==> src/hw/rtl/rht_pkg.sv <==
// Package for the reference-counted handle table.
// Holds default sizes, command and status codes, and the item classification.
// No dependencies.
package rht_pkg;

   localparam int RHT_SLOTS         = 16;
   localparam int RHT_HANDLE_WIDTH  = 32;
   localparam int RHT_PAYLOAD_WIDTH = 32;
   localparam int RHT_REF_WIDTH     = 16;

   localparam int FIELD_WIDTH = 32;
   localparam int LIVE_WIDTH  = 5;

   typedef enum logic [1:0] {
      CMD_NEW     = 2'd0,
      CMD_GRAB    = 2'd1,
      CMD_RELEASE = 2'd2,
      CMD_UNUSED  = 2'd3
   } cmd_type;

   typedef enum logic [2:0] {
      ST_OK           = 3'd0,
      ST_ZERO_PAYLOAD = 3'd1,
      ST_FULL         = 3'd2,
      ST_NO_HANDLE    = 3'd3,
      ST_STILL_REF    = 3'd4,
      ST_SATURATED    = 3'd5
   } status_type;

   typedef enum logic [2:0] {
      K_NEW     = 3'd0,
      K_GRAB    = 3'd1,
      K_RELEASE = 3'd2,
      K_ZERO_PL = 3'd3,
      K_BAD     = 3'd4
   } kind_type;

   localparam int KIND_WIDTH = 3;

endpackage

==> src/hw/rtl/rht_front.sv <==
// Front end of the handle table: accepts request transactions, classifies them
// and computes the slot index of the handle. Depends on rht_pkg.
module rht_front #(
   parameter int SLOTS         = rht_pkg::RHT_SLOTS,
   parameter int PAYLOAD_WIDTH = rht_pkg::RHT_PAYLOAD_WIDTH
) (
   input  logic                         clock,
   input  logic                         reset,
   input  logic                         push,
   output logic                         full,
   input  logic [1:0]                   req_cmd,
   input  logic [31:0]                  req_handle,
   input  logic [31:0]                  req_payload,
   input  logic                         clearing,
   input  logic                         q_full,
   output logic                         q_push,
   output rht_pkg::kind_type            q_kind,
   output logic [$clog2(SLOTS)-1:0]     q_slot,
   output logic [31:0]                  q_handle,
   output logic [PAYLOAD_WIDTH-1:0]     q_payload
);
   import rht_pkg::*;

   localparam int SW   = $clog2(SLOTS);
   localparam bit POW2 = (SLOTS & (SLOTS - 1)) == 0;
   localparam int PEXT = (PAYLOAD_WIDTH > FIELD_WIDTH) ? PAYLOAD_WIDTH : FIELD_WIDTH;

   logic [1:0]               cmd_sel;
   logic [31:0]              handle_sel;
   logic [31:0]              payload_sel;
   logic [PEXT-1:0]          payload_ext;
   logic [PAYLOAD_WIDTH-1:0] payload_kept;

   assign payload_ext  = PEXT'(payload_sel);
   assign payload_kept = payload_ext[PAYLOAD_WIDTH-1:0];
   assign q_handle     = handle_sel;
   assign q_payload    = payload_kept;

   always_comb begin
      unique case (cmd_type'(cmd_sel))
         CMD_NEW:     q_kind = (payload_kept == '0) ? K_ZERO_PL : K_NEW;
         CMD_GRAB:    q_kind = (handle_sel == '0) ? K_BAD : K_GRAB;
         CMD_RELEASE: q_kind = (handle_sel == '0) ? K_BAD : K_RELEASE;
         default:     q_kind = K_BAD;
      endcase
   end

   generate
      if (POW2) begin : g_mask
         assign cmd_sel     = req_cmd;
         assign handle_sel  = req_handle;
         assign payload_sel = req_payload;
         assign q_slot      = req_handle[SW-1:0];
         assign full        = q_full || clearing;
         assign q_push      = push && !full;
      end else begin : g_recip
         // The slot is the handle modulo SLOTS. The quotient comes from a
         // multiplication by the rounded-up reciprocal, split into two
         // partial products, and the remainder from its low bits.
         typedef enum logic [3:0] {
            F_IDLE = 4'b0001,
            F_MUL  = 4'b0010,
            F_FOLD = 4'b0100,
            F_PUSH = 4'b1000
         } fstate_type;

         localparam logic [63:0] RECIP =
            ((64'd1 << (32 + SW)) + 64'(SLOTS) - 64'd1) / 64'(SLOTS);
         localparam logic [15:0] RECIP_LO = RECIP[15:0];
         localparam logic [16:0] RECIP_HI = RECIP[32:16];

         fstate_type state_ff, state_in;
         logic [47:0]   lo_ff;
         logic [48:0]   hi_ff;
         logic [64:0]   prod_sum;
         logic [SW-1:0] quot_lo;
         logic [SW-1:0] rem_ff, rem_in;
         logic [1:0]    cmd_ff;
         logic [31:0]   handle_ff;
         logic [31:0]   payload_ff;
         logic          take;

         assign cmd_sel     = cmd_ff;
         assign handle_sel  = handle_ff;
         assign payload_sel = payload_ff;
         assign q_slot      = rem_ff;
         assign full        = clearing || (state_ff != F_IDLE);
         assign take        = push && !full;
         assign q_push      = (state_ff == F_PUSH) && !q_full;
         assign prod_sum    = {hi_ff, 16'b0} + 65'(lo_ff);
         assign quot_lo     = prod_sum[32+SW +: SW];
         assign rem_in      = handle_ff[SW-1:0] - SW'(quot_lo * SW'(SLOTS));

         always_comb begin
            state_in = state_ff;
            unique case (state_ff)
               F_IDLE: begin
                  if (take) begin
                     state_in = F_MUL;
                  end
               end
               F_MUL:  state_in = F_FOLD;
               F_FOLD: state_in = F_PUSH;
               F_PUSH: begin
                  if (!q_full) begin
                     state_in = F_IDLE;
                  end
               end
               default: state_in = F_IDLE;
            endcase
         end

         always_ff @(posedge clock) begin
            if (reset) begin
               state_ff <= F_IDLE;
            end else begin
               state_ff <= state_in;
            end
         end

         always_ff @(posedge clock) begin
            if (take) begin
               cmd_ff     <= req_cmd;
               handle_ff  <= req_handle;
               payload_ff <= req_payload;
            end
            if (state_ff == F_MUL) begin
               lo_ff <= 48'(handle_ff) * 48'(RECIP_LO);
               hi_ff <= 49'(handle_ff) * 49'(RECIP_HI);
            end
            if (state_ff == F_FOLD) begin
               rem_ff <= rem_in;
            end
         end
      end
   endgenerate

endmodule

==> src/hw/rtl/rht_queue.sv <==
// Two-entry queue that decouples the front end from the execution back end.
// No dependencies.
module rht_queue #(
   parameter int DATA_WIDTH = 8
) (
   input  logic                  clock,
   input  logic                  reset,
   input  logic                  wr_en,
   input  logic [DATA_WIDTH-1:0] wr_data,
   output logic                  q_full,
   input  logic                  rd_en,
   output logic [DATA_WIDTH-1:0] rd_data,
   output logic                  q_empty
);

   logic [DATA_WIDTH-1:0] entry_ff [2];
   logic                  wr_ptr_ff, wr_ptr_in;
   logic                  rd_ptr_ff, rd_ptr_in;
   logic [1:0]            count_ff, count_in;
   logic                  do_wr, do_rd;

   assign q_full  = (count_ff == 2'd2);
   assign q_empty = (count_ff == 2'd0);
   assign rd_data = entry_ff[rd_ptr_ff];
   assign do_wr   = wr_en && !q_full;
   assign do_rd   = rd_en && !q_empty;

   always_comb begin
      wr_ptr_in = do_wr ? !wr_ptr_ff : wr_ptr_ff;
      rd_ptr_in = do_rd ? !rd_ptr_ff : rd_ptr_ff;
      count_in  = count_ff + {1'b0, do_wr} - {1'b0, do_rd};
   end

   always_ff @(posedge clock) begin
      if (reset) begin
         wr_ptr_ff <= 1'b0;
         rd_ptr_ff <= 1'b0;
         count_ff  <= 2'd0;
      end else begin
         wr_ptr_ff <= wr_ptr_in;
         rd_ptr_ff <= rd_ptr_in;
         count_ff  <= count_in;
      end
   end

   always_ff @(posedge clock) begin
      if (do_wr) begin
         entry_ff[wr_ptr_ff] <= wr_data;
      end
   end

endmodule

==> src/hw/rtl/rht_back.sv <==
// Back end of the handle table: holds the slot memories, carries out new, grab
// and release, and drives the result register. Depends on rht_pkg.
module rht_back #(
   parameter int SLOTS         = rht_pkg::RHT_SLOTS,
   parameter int HANDLE_WIDTH  = rht_pkg::RHT_HANDLE_WIDTH,
   parameter int PAYLOAD_WIDTH = rht_pkg::RHT_PAYLOAD_WIDTH,
   parameter int REF_WIDTH     = rht_pkg::RHT_REF_WIDTH
) (
   input  logic                     clock,
   input  logic                     reset,
   input  logic                     q_empty,
   output logic                     q_pop,
   input  rht_pkg::kind_type        q_kind,
   input  logic [$clog2(SLOTS)-1:0] q_slot,
   input  logic [31:0]              q_handle,
   input  logic [PAYLOAD_WIDTH-1:0] q_payload,
   output logic                     clearing,
   output logic                     empty,
   input  logic                     pop,
   output logic [31:0]              rsp_handle_out,
   output logic [31:0]              rsp_payload_out,
   output logic [2:0]               rsp_status,
   output logic [4:0]               rsp_live_count
);
   import rht_pkg::*;

   localparam int SW      = $clog2(SLOTS);
   localparam int OW      = $clog2(SLOTS + 1);
   localparam int FULL    = SLOTS * 3 / 4;
   localparam int TRY_MAX = 2 * SLOTS + 2;
   localparam int TW      = $clog2(TRY_MAX + 1);
   localparam int HEXT    = (HANDLE_WIDTH > FIELD_WIDTH) ? HANDLE_WIDTH : FIELD_WIDTH;
   localparam int PEXT    = (PAYLOAD_WIDTH > FIELD_WIDTH) ? PAYLOAD_WIDTH : FIELD_WIDTH;
   localparam int LEXT    = (OW > LIVE_WIDTH) ? OW : LIVE_WIDTH;

   typedef struct packed {
      logic [HANDLE_WIDTH-1:0] handle;
      logic [REF_WIDTH-1:0]    refs;
   } slot_type;

   typedef enum logic [2:0] {
      S_CLEAR = 3'b001,
      S_IDLE  = 3'b010,
      S_EVAL  = 3'b100
   } bstate_type;

   slot_type                 slot_mem [SLOTS];
   logic [PAYLOAD_WIDTH-1:0] pl_mem   [SLOTS];

   bstate_type               state_ff, state_in;
   logic [SW-1:0]            clr_ff, clr_in;
   logic [HANDLE_WIDTH-1:0]  last_ff, last_in;
   logic [SW-1:0]            lslot_ff, lslot_in;
   logic [TW-1:0]            tries_ff, tries_in;
   logic [OW-1:0]            occ_ff, occ_in;
   logic                     out_valid_ff, out_valid_in;
   logic [31:0]              rsp_h_ff, rsp_h_in;
   logic [31:0]              rsp_p_ff, rsp_p_in;
   status_type               rsp_s_ff, rsp_s_in;
   logic [OW-1:0]            rsp_l_ff, rsp_l_in;
   kind_type                 op_kind_ff;
   logic [SW-1:0]            op_slot_ff;
   logic [31:0]              op_handle_ff;
   logic [PAYLOAD_WIDTH-1:0] op_payload_ff;

   slot_type                 rd_ff;
   logic [PAYLOAD_WIDTH-1:0] prd_ff;
   logic [SW-1:0]            rd_addr;
   logic                     mem_we, pl_we;
   logic [SW-1:0]            mem_wa;
   slot_type                 mem_wd;

   logic                     out_free, emit;
   logic [HANDLE_WIDTH-1:0]  nxt, cand_h;
   logic [SW-1:0]            cand_s;
   logic                     match;
   logic [REF_WIDTH-1:0]     refs_dec;
   logic [HEXT-1:0]          last_ext;
   logic [PEXT-1:0]          prd_ext;
   logic [LEXT-1:0]          live_ext;

   assign clearing = (state_ff == S_CLEAR);
   assign out_free = !out_valid_ff || pop;
   assign last_ext = HEXT'(last_ff);
   assign prd_ext  = PEXT'(prd_ff);
   assign match    = HEXT'(rd_ff.handle) == HEXT'(op_handle_ff);
   assign refs_dec = (rd_ff.refs == '0) ? '0 : rd_ff.refs - REF_WIDTH'(1);

   always_comb begin
      nxt = last_ff + HANDLE_WIDTH'(1);
      if (nxt == '0) begin
         cand_h = HANDLE_WIDTH'(1);
         cand_s = SW'(1);
      end else begin
         cand_h = nxt;
         cand_s = (lslot_ff == SW'(SLOTS - 1)) ? '0 : lslot_ff + SW'(1);
      end
   end

   always_comb begin
      state_in     = state_ff;
      clr_in       = clr_ff;
      last_in      = last_ff;
      lslot_in     = lslot_ff;
      tries_in     = tries_ff;
      occ_in       = occ_ff;
      q_pop        = 1'b0;
      rd_addr      = op_slot_ff;
      mem_we       = 1'b0;
      pl_we        = 1'b0;
      mem_wa       = op_slot_ff;
      mem_wd       = rd_ff;
      emit         = 1'b0;
      rsp_h_in     = '0;
      rsp_p_in     = '0;
      rsp_s_in     = ST_OK;
      rsp_l_in     = occ_ff;
      unique case (state_ff)
         S_CLEAR: begin
            mem_we = 1'b1;
            mem_wa = clr_ff;
            mem_wd = '0;
            clr_in = clr_ff + SW'(1);
            if (clr_ff == SW'(SLOTS - 1)) begin
               state_in = S_IDLE;
            end
         end
         S_IDLE: begin
            if (!q_empty && out_free) begin
               q_pop = 1'b1;
               rd_addr = q_slot;
               unique case (q_kind)
                  K_ZERO_PL: begin
                     emit     = 1'b1;
                     rsp_s_in = ST_ZERO_PAYLOAD;
                  end
                  K_NEW: begin
                     if (occ_ff >= OW'(FULL)) begin
                        emit     = 1'b1;
                        rsp_s_in = ST_FULL;
                     end else begin
                        last_in  = cand_h;
                        lslot_in = cand_s;
                        tries_in = TW'(1);
                        rd_addr  = cand_s;
                        state_in = S_EVAL;
                     end
                  end
                  K_GRAB, K_RELEASE: begin
                     state_in = S_EVAL;
                  end
                  default: begin
                     emit     = 1'b1;
                     rsp_s_in = ST_NO_HANDLE;
                  end
               endcase
            end
         end
         S_EVAL: begin
            state_in = S_IDLE;
            unique case (op_kind_ff)
               K_NEW: begin
                  if (rd_ff.handle == '0) begin
                     mem_we      = 1'b1;
                     pl_we       = 1'b1;
                     mem_wa      = lslot_ff;
                     mem_wd      = '{handle: last_ff, refs: REF_WIDTH'(1)};
                     occ_in      = occ_ff + OW'(1);
                     emit        = 1'b1;
                     rsp_h_in    = last_ext[31:0];
                     rsp_l_in    = occ_in;
                  end else if (tries_ff == TW'(TRY_MAX)) begin
                     emit     = 1'b1;
                     rsp_s_in = ST_FULL;
                  end else begin
                     last_in  = cand_h;
                     lslot_in = cand_s;
                     tries_in = tries_ff + TW'(1);
                     rd_addr  = cand_s;
                     state_in = S_EVAL;
                  end
               end
               K_GRAB: begin
                  emit = 1'b1;
                  if (!match) begin
                     rsp_s_in = ST_NO_HANDLE;
                  end else if (rd_ff.refs == '1) begin
                     rsp_s_in = ST_SATURATED;
                     rsp_p_in = prd_ext[31:0];
                  end else begin
                     mem_we      = 1'b1;
                     mem_wd.refs = rd_ff.refs + REF_WIDTH'(1);
                     rsp_p_in    = prd_ext[31:0];
                  end
               end
               K_RELEASE: begin
                  emit = 1'b1;
                  if (!match) begin
                     rsp_s_in = ST_NO_HANDLE;
                  end else if (refs_dec == '0) begin
                     mem_we   = 1'b1;
                     mem_wd   = '0;
                     rsp_p_in = prd_ext[31:0];
                     occ_in   = (occ_ff == '0) ? '0 : occ_ff - OW'(1);
                     rsp_l_in = occ_in;
                  end else begin
                     mem_we      = 1'b1;
                     mem_wd.refs = refs_dec;
                     rsp_s_in    = ST_STILL_REF;
                  end
               end
               default: begin
                  emit     = 1'b1;
                  rsp_s_in = ST_NO_HANDLE;
               end
            endcase
         end
         default: state_in = S_IDLE;
      endcase
      out_valid_in = emit ? 1'b1 : (pop ? 1'b0 : out_valid_ff);
   end

   always_ff @(posedge clock) begin
      if (reset) begin
         state_ff     <= S_CLEAR;
         clr_ff       <= '0;
         last_ff      <= '0;
         lslot_ff     <= '0;
         tries_ff     <= '0;
         occ_ff       <= '0;
         out_valid_ff <= 1'b0;
      end else begin
         state_ff     <= state_in;
         clr_ff       <= clr_in;
         last_ff      <= last_in;
         lslot_ff     <= lslot_in;
         tries_ff     <= tries_in;
         occ_ff       <= occ_in;
         out_valid_ff <= out_valid_in;
      end
   end

   always_ff @(posedge clock) begin
      if (q_pop) begin
         op_kind_ff    <= q_kind;
         op_slot_ff    <= q_slot;
         op_handle_ff  <= q_handle;
         op_payload_ff <= q_payload;
      end
      if (emit) begin
         rsp_h_ff <= rsp_h_in;
         rsp_p_ff <= rsp_p_in;
         rsp_s_ff <= rsp_s_in;
         rsp_l_ff <= rsp_l_in;
      end
   end

   always_ff @(posedge clock) begin
      if (mem_we) begin
         slot_mem[mem_wa] <= mem_wd;
      end
      if (pl_we) begin
         pl_mem[mem_wa] <= op_payload_ff;
      end
      rd_ff  <= slot_mem[rd_addr];
      prd_ff <= pl_mem[rd_addr];
   end

   assign live_ext        = LEXT'(rsp_l_ff);
   assign empty           = !out_valid_ff;
   assign rsp_handle_out  = rsp_h_ff;
   assign rsp_payload_out = rsp_p_ff;
   assign rsp_status      = rsp_s_ff;
   assign rsp_live_count  = live_ext[4:0];

`ifndef SYNTHESIS
   a_occ_bound: assert property (@(posedge clock) disable iff (reset)
      occ_ff <= OW'(FULL))
      else $error("Occupied slot count exceeds the full mark.");
   a_no_pop_clear: assert property (@(posedge clock) disable iff (reset)
      clearing |-> !q_pop && !emit)
      else $error("Transaction taken during the clearing pass.");
   a_emit_free: assert property (@(posedge clock) disable iff (reset)
      emit |-> out_free)
      else $error("Result written over a waiting result.");
   a_tries_bound: assert property (@(posedge clock) disable iff (reset)
      tries_ff <= TW'(TRY_MAX))
      else $error("Probe count exceeds its limit.");
`endif

endmodule

==> src/hw/rtl/refcounted_handle_table.sv <==
// Reference-counted handle table: issues nonzero handles for payloads, counts
// references per handle and frees a slot when its count drops to zero. After
// reset a clearing pass over all slots runs, during which full stays high. A
// grab or release then passes the idle and evaluate states of the execution
// unit, set by the registered read and the write-back of the slot memory; a
// rejected request is answered in the idle state, and a new request stays in
// the evaluate state while it probes further slots. For a SLOTS that is not a
// power of two, the front end finds the slot of a handle by a reciprocal
// multiplication and takes no new request until the last is pushed. A two-entry
// queue lets requests be taken while the execution unit or result port is busy.
// Depends on rht_pkg, rht_front, rht_queue and rht_back.
module refcounted_handle_table #(
   parameter int SLOTS         = rht_pkg::RHT_SLOTS,
   parameter int HANDLE_WIDTH  = rht_pkg::RHT_HANDLE_WIDTH,
   parameter int PAYLOAD_WIDTH = rht_pkg::RHT_PAYLOAD_WIDTH,
   parameter int REF_WIDTH     = rht_pkg::RHT_REF_WIDTH
) (
   input  logic        clock,
   input  logic        reset,
   input  logic        push,
   output logic        full,
   input  logic [1:0]  req_cmd,
   input  logic [31:0] req_handle,
   input  logic [31:0] req_payload,
   output logic        empty,
   input  logic        pop,
   output logic [31:0] rsp_handle_out,
   output logic [31:0] rsp_payload_out,
   output logic [2:0]  rsp_status,
   output logic [4:0]  rsp_live_count
);
   import rht_pkg::*;

   localparam int SW = $clog2(SLOTS);
   localparam int DW = KIND_WIDTH + SW + 32 + PAYLOAD_WIDTH;

   logic                     clearing;
   logic                     q_full, q_empty, q_push, q_pop;
   kind_type                 f_kind;
   logic [SW-1:0]            f_slot;
   logic [31:0]              f_handle;
   logic [PAYLOAD_WIDTH-1:0] f_payload;
   logic [DW-1:0]            q_din, q_dout;
   kind_type                 b_kind;
   logic [SW-1:0]            b_slot;
   logic [31:0]              b_handle;
   logic [PAYLOAD_WIDTH-1:0] b_payload;

   assign q_din = {f_kind, f_slot, f_handle, f_payload};
   assign {b_slot, b_handle, b_payload} = q_dout[DW-KIND_WIDTH-1:0];
   assign b_kind = kind_type'(q_dout[DW-1 -: KIND_WIDTH]);

   rht_front #(
      .SLOTS         (SLOTS),
      .PAYLOAD_WIDTH (PAYLOAD_WIDTH)
   ) u_front (
      .clock       (clock),
      .reset       (reset),
      .push        (push),
      .full        (full),
      .req_cmd     (req_cmd),
      .req_handle  (req_handle),
      .req_payload (req_payload),
      .clearing    (clearing),
      .q_full      (q_full),
      .q_push      (q_push),
      .q_kind      (f_kind),
      .q_slot      (f_slot),
      .q_handle    (f_handle),
      .q_payload   (f_payload)
   );

   rht_queue #(
      .DATA_WIDTH (DW)
   ) u_queue (
      .clock   (clock),
      .reset   (reset),
      .wr_en   (q_push),
      .wr_data (q_din),
      .q_full  (q_full),
      .rd_en   (q_pop),
      .rd_data (q_dout),
      .q_empty (q_empty)
   );

   rht_back #(
      .SLOTS         (SLOTS),
      .HANDLE_WIDTH  (HANDLE_WIDTH),
      .PAYLOAD_WIDTH (PAYLOAD_WIDTH),
      .REF_WIDTH     (REF_WIDTH)
   ) u_back (
      .clock           (clock),
      .reset           (reset),
      .q_empty         (q_empty),
      .q_pop           (q_pop),
      .q_kind          (b_kind),
      .q_slot          (b_slot),
      .q_handle        (b_handle),
      .q_payload       (b_payload),
      .clearing        (clearing),
      .empty           (empty),
      .pop             (pop),
      .rsp_handle_out  (rsp_handle_out),
      .rsp_payload_out (rsp_payload_out),
      .rsp_status      (rsp_status),
      .rsp_live_count  (rsp_live_count)
   );

endmodule
==> config.mk <==
export PLATFORM = sky130hd
export DESIGN_NAME = refcounted_handle_table
export DESIGN_NICKNAME = d
export VERILOG_FILES = /design/src/hw/rtl/rht_pkg.sv /design/src/hw/rtl/rht_front.sv /design/src/hw/rtl/rht_queue.sv /design/src/hw/rtl/rht_back.sv /design/src/hw/rtl/refcounted_handle_table.sv
export SDC_FILE = /design/constraint.sdc
export NUM_CORES = 2
export LEC_CHECK = 0
export BUFFER_PORTS_ARGS = -buffer_cell sky130_fd_sc_hd__buf_2
export CORE_MARGIN = 3
export CORE_UTILIZATION = 40
export DETAILED_ROUTE_END_ITERATION = 6
export HOLD_SLACK_MARGIN = 0.1
export PLACE_DENSITY = 0.55
export SKIP_LAST_GASP = 1
export SYNTH_ARGS = -nofsm -noshare
export SYNTH_HDL_FRONTEND = slang
export SYNTH_SLANG_ARGS = --single-unit
==> constraint.sdc <==
create_clock -name clock -period 11.8 [get_ports clock]
set_clock_uncertainty 0.05 [all_clocks]
set_input_delay 1.18 -clock clock [delete_from_list [all_inputs] [get_ports clock]]
set_output_delay 1.18 -clock clock [all_outputs]
set_load 0.05 [all_outputs]
* After elaboration in Yosys (flattened, before gate mapping)
Memories as Yosys holds them, arrays and structs flattened. A register that Yosys moved wholly into a read port is not among the register bits.
Index checks and enable logic that the tools add are counted.
** Storage, ports and cells
- Memories kept :: 3
- Output and inout port bits :: 74
- Memory bits (writable) :: 1422
- Register bits after elaboration :: 202
** Cells by class
- Order comparisons :: 1
- Multiplexer cells :: 104
- $add $sub $neg :: 10
- Reduce and logical (&&, ||, !) cells :: 29
- Equal/unequal tests :: 25
** Memory list
- u_back.slot_mem :: words 16, bits a word 48, read ports 1, clocked after Yosys merged registers in 1, write ports 1, line rht_back.sv:47 : slot_type slot_mem [SLOTS];
- u_back.pl_mem :: words 16, bits a word 32, read ports 1, clocked after Yosys merged registers in 1, write ports 1, line rht_back.sv:48 : logic [PAYLOAD_WIDTH-1:0] pl_mem [SLOTS];
- u_queue.entry_ff :: words 2, bits a word 71, read ports 1, clocked after Yosys merged registers in 1, write ports 1, line rht_queue.sv:16 : logic [DATA_WIDTH-1:0] entry_ff [2];
** Operators with widths (number)
- $mux 32 :: 11
- $pmux 32 s2 :: 3
- $logic_not 32->1 :: 4
- $mux 48 :: 2
- $pmux 48 s2 :: 1
- $mux 16 :: 4
- $mux 4 :: 16
- $pmux 16 s3 :: 1
- $mux 3 :: 14
- $mux 6 :: 6
- $pmux 3 s3 :: 4
- $add 32x1->32 const B :: 1
- $eq 32x32->1 :: 1
- $logic_not 16->1 :: 2
- $mux 5 :: 5
- $pmux 4 s2 :: 3
- $mux 1 :: 23
- $add 16x1->16 const B :: 1
- $eq 16x16->1 const B :: 1
- $sub 16x1->16 const B :: 1
- $eq 3x2->1 const B :: 4
- $pmux 3 s2 :: 2
- $pmux 6 s2 :: 1
- $pmux 5 s2 :: 1
- other kinds (31) :: 57

* Longest topological paths before layout
- Depth in word-level cells :: 8
- Gate-level depth with buffers :: 16

* Modules after synthesis
From an unflattened synthesis, not the netlist that was laid out.
** Second synthesis, totals
- Cell total of the unflattened synthesis :: 4675
- Area total of the unflattened synthesis :: 67873.8 um2
** Modules (own cells, without submodules)
- rht_back :: area each 61813.0 um2, sequential area each 45433.6 um2, cells an instance 4326, instances 1
- rht_queue :: area each 5355.1 um2, sequential area each 4364.2 um2, cells an instance 248, instances 1
- rht_front :: area each 705.7 um2, sequential area each 0.0 um2, cells an instance 101, instances 1

* Worst setup path after synthesis
Ideal clock, no wire load.
- Kind :: register -> register
- From :: register u_back.op_handle_ff[3]
- To :: memory u_back.slot_mem[10][0] (netlist name) (enable)
- Arrival time :: 4.409 ns
- Cell stages (with the launch flop) :: 11
- Data required time :: 11.296 ns
- Path buffers :: 1
- Path slack :: 6.887 ns
- Setup time :: 0.454 ns
- Path through :: edfxtp_1 > xnor2_1 > nand4_1 > nor4_1 > nand2_1 > clkbuf_1 > nor3b_1 > o21ai_0 > a21oi_1 > nand2_1 > nor2_1
** Between the ends
- Longest elaborated chain between the ends :: 6
** RTL lines
- start: declaration :: line rht_back.sv:63 : logic [31:0] op_handle_ff;
- start signal: assignment :: line rht_back.sv:247 : op_handle_ff <= q_handle;
- $eq 32x32->1 * :: line rht_back.sv:86 : assign match = HEXT'(rd_ff.handle) == HEXT'(op_handle_ff);
- $mux 1, on equally long branches :: line rht_back.sv:198, rht_back.sv:185
- $pmux 1 s3 * :: line rht_back.sv:161 : unique case (op_kind_ff)
- $pmux 1 s2 * :: line rht_back.sv:118 : unique case (state_ff)
- $mux 1 * :: line rht_back.sv:259 : if (mem_we) begin
- $mux 1 (implied by the code) * :: line rht_back.sv:260 : slot_mem[mem_wa] <= mem_wd;
- end: declaration :: line rht_back.sv:47
Every way passes the cells marked *; elsewhere a longest branch is shown, timed or not.

* Worst setup path in the final report
- From :: register, netlist name u_back.rd_ff[23]
- To :: register u_back.prd_ff[9], in the netlist u_back.prd_ext[9], read port of u_back.pl_mem
** Between the ends
- Longest elaborated chain between the ends :: 4
** RTL lines
- $logic_not 32->1 :: line rht_back.sv:163 : if (rd_ff.handle == '0) begin
- $mux 4 :: line rht_back.sv:163
- $mux 4 :: line rht_back.sv:161
- $pmux 4 s2 :: line rht_back.sv:118
- end: declaration :: line rht_back.sv:67 : logic [PAYLOAD_WIDTH-1:0] prd_ff;
Every way passes these cells.
A chain may end at the register's enable or synchronous reset.

==> flow_summary.ini <==
[status]
status = finished, final reports clean

[floorplan]
die_area_sq_um = 175000
die_y_um = 418
floorplan.initialDensity_pct = 40.4
coreArea_sq_um = 168000
rows = 150
die_x_um = 418
io-pin-count = 144

[critical_path]
crit_fanout = 135
timing_worst_setup_path_type = flip-flop to flip-flop
crit_path_top_delay_cell = buf_4
r2r_end = u_back.prd_ext[9]
crit_path_end_kind = flip-flop
cpLargestDelayFamily = buffers and inverters
start_kind = flip-flop
path_depth = 13
path_cells = nor4_1 > nand4_1 > o21bai_1 > o21ai_1 > a21oi_1 > o21ai_4 > nor2_4 > buf_12 > buf_4 > buf_4 > mux2_2 > o221ai_1 > o31ai_1
worst-path-buf-inv = 3
cpMostUsedCell = buf_4
worstPathRequired_ns = 12.43
rr_worst_depth = 13
r2r-start = u_back.rd_ff[23]
critical-path-max-stage-delay_ns = 0.81
cp.arrival_ns = 7.33
r2r_slack_ns = 5.10

[sta]
whs_ns = 0.445
fmax_ghz = 0.149
slew_headroom_pct = 2.21
period_minus_slack_ns = 6.70
setup_tns_ns = 0
timing_hold_violations_final = 0
drv_slew = 0
worst_slew_pin_slew_ns = 1.46
timing.final.crit_share_pct = 56.8
rsz0062_at_grt = no
final-setup-viol-count = 0

[synth]
synth_area_sq_um = 67900
ys_async_sr_fraction_pct = 0
ys_ff_latch = 1693
yosysSeqAreaShare_pct = 72.8
ys_types = 82
synthFlopType = edfxtp_1
synth_compound_area_share_pct = 10.8
synth_top_area_cell = edfxtp_1
synthXorXnorAreaFrac_pct = 1.13
synth_mux_area_share_pct = 3.82
yosysWarnings = 0
synthAdderAreaFrac_pct = 0.221
avgSynthCellArea_sq_um = 14.3
synth-edff-count = 1553
synth_top_area_share_pct = 68.7
synth_area_leaders = edfxtp_1 (69%), dfxtp_1 (4.1%), mux2_2 (3.5%)
synth_simple_gate_area_share_pct = 8.87
synth_top_family_by_area = compound AO/OA/AOI/OAI gates
synthCells = 4741
synth_nets = 4823

[global_routing]
antenna_found_initial = 7
grt_usage_pct = 22.6
overflow = 0
grt_max_degree = 163
grt_pass1_wl_um = 293000
grt_pass1_vias = 42100

[placement]
globalplace.congestion = 0.873
dp.cells = 6813
placed_area_sq_um = 71100
port-buffer-count = 143
post-dp-hpwl_um = 108000

[hold_path]
hold_depth = 1
hold_start = u_back.prd_ext[27]
hp-class = flip-flop to flip-flop
holdPathEnd = u_back.rsp_payload_out[27]

[route]
viasPerCell = 6.00
ant_nets = 0
detailedRoute.firstPassIterationCount = 6
post-route-drc-count = 0
vias = 42800
wl_um = 202000
dr.first_iter.drc_count = 4722
wl_per_cell_um = 28.3

[cts]
postCtsSetupBuffers = 0
cts_sinks = 1693
cts_tree = done
root_buffer = clkbuf_16
cts_resized = 0
insertion_delay_ns = 0.80
clockBufferDepth = 3
numCtsBuffers = 174
cts-htree-levels = 4
clk_pin_slew_ns = 0.06
ctsHoldBuffers = 0

[finish]
final_cell_mix = edfxtp_1 (1553), o21ai_0 (354), a21oi_1 (299)
layout_commonest_cell = edfxtp_1
fin_area_sq_um = 76700
area_growth_pct = 13.0
fin_cells = 7134
n_antenna_cell = 0
fillers = 14700
fin_nets = 4867
drive_gt1_share_pct = 15.9

[run]
maxCapViolCount = 0

[power_and_ir_drop]
p_leak_nw = 24.4
power_per_cell_area_nw_per_um2 = 167
ir_worst_vdd_mv = 0.133
[state kept, by name, summed over array words and instances, names as in the netlist, named ones only]
name / count
u_back.rsp_live_count: 5
u_back.op_kind_ff: 3
u_back.pl_mem: 512
u_queue.entry_ff: 134
u_queue.count_ff: 2
u_back.lslot_ff: 4
u_back.clr_ff: 4
u_back.last_ext: 32
u_queue.rd_ptr_ff: 1
u_back.rsp_status: 3
u_back.op_slot_ff: 3
u_back.rsp_payload_out: 32
u_queue.wr_ptr_ff: 1
u_back.rd_ff: 48
u_back.op_handle_ff: 29
u_back.state_ff: 3
u_back.rsp_handle_out: 32
u_back.slot_mem: 768
u_back.out_valid_ff: 1
u_back.op_payload_ff: 32
u_back.occ_ff: 5
u_back.prd_ext: 32
u_back.tries_ff: 6
[power breakdown]
part	switching (mW)	leakage (nW)	internal [mW]
sequential	0.0554	15.4	6.77
clock	2.29	2.76	3.16
combinational	0.393	6.30	0.122
[cells in the mapped netlist, types with 16 or more instances]
cell         n
edfxtp_1  1553
o21ai_0    355
a21oi_1    300
nand3_1    279
clkbuf_1   269
mux2_2     214
nor3_1     189
nor2_1     147
dfxtp_1    140
nand4_1    120
a21o_1     111
nand2_1     97
o31ai_1     96
a31oi_1     88
or3_1       86
o22ai_1     81
o221ai_1    79
and2_1      74
xnor2_1     61
buf_2       46
nor4_1      37
buf_1       31
xor2_1      27
inv_1       23
and3_1      21
a211oi_1    16
or4_1       16
[metrics by stage]
stage               util, %  total power [mW]  worst slack (ns)
detailed placement     42.3              7.47              5.08
CTS                    45.7              12.9              5.10
global route           45.7              13.2              4.75
global placement       42.3              7.47              5.09
finish                 45.7              12.8              5.10
floorplan                 -              7.22              6.89
[layer usage]
| metal | up-vias | track usage, % | wire [um] |
|---|---|---|---|
| li1 | 18700 | - | - |
| met1 | 21900 | 31.0 | 84100 |
| met2 | 1845 | 36.6 | 96800 |
| met3 | 325 | 3.49 | 14100 |
| met4 | 8 | 8.28 | 6770 |
| met5 | - | 0 | 42 |
[worst max path at each step]
stage | from | end | slack (ns)
6_report | u_back.rd_ff[23] | u_back.prd_ext[9] | 5.10
5_1_grt | u_back.rd_ff[23] | u_back.prd_ext[4] | 4.75
4_1_cts | u_back.last_ext[0] | u_back.rd_ff[17] | 5.10
3_5_place_dp | pop | u_back.rd_ff[17] | 5.08
3_3_place_gp | pop | u_back.rd_ff[17] | 5.09
2_1_floorplan | u_back.op_handle_ff[3] | u_back.slot_mem[10][0] | 6.89
[layout make-up]
type | instances | area [sq um] | share of cell area (%)
Tap cell | 2204 | 2760 | 3.59
Inverter | 23 | 90.1 | 0.117
Timing Repair Buffer | 233 | 1450 | 1.89
Clock inverter | 87 | 886 | 1.15
Clock buffer | 234 | 4750 | 6.19
Sequential cell | 1693 | 49400 | 64.4
Multi-Input combinational cell | 2660 | 17300 | 22.6
[cells by family (layout without fill, tap and decap cells)]
group                      Yosys count  in the layout
AOI/OAI and AO/OA                 1199           1199
xor gates and xnor gates            88             88
adders and majority gates           12             12
buffers and inverters              388            577
DFF                               1693           1693
muxes                              231            231
and+or+nand+nor                   1130           1130
[worst register-to-register path: stages (launching register included)]
cell	delay (ns)
dfxtp_1	0.35
nor4_1	0.77
nand4_1	0.41
o21bai_1	0.50
o21ai_1	0.16
a21oi_1	0.65
o21ai_4	0.38
nor2_4	0.23
buf_12	0.59
buf_4	1.04
buf_4	0.73
mux2_2	0.46
o221ai_1	0.17
o31ai_1	0.09
(Power assumes the default switching activity.)
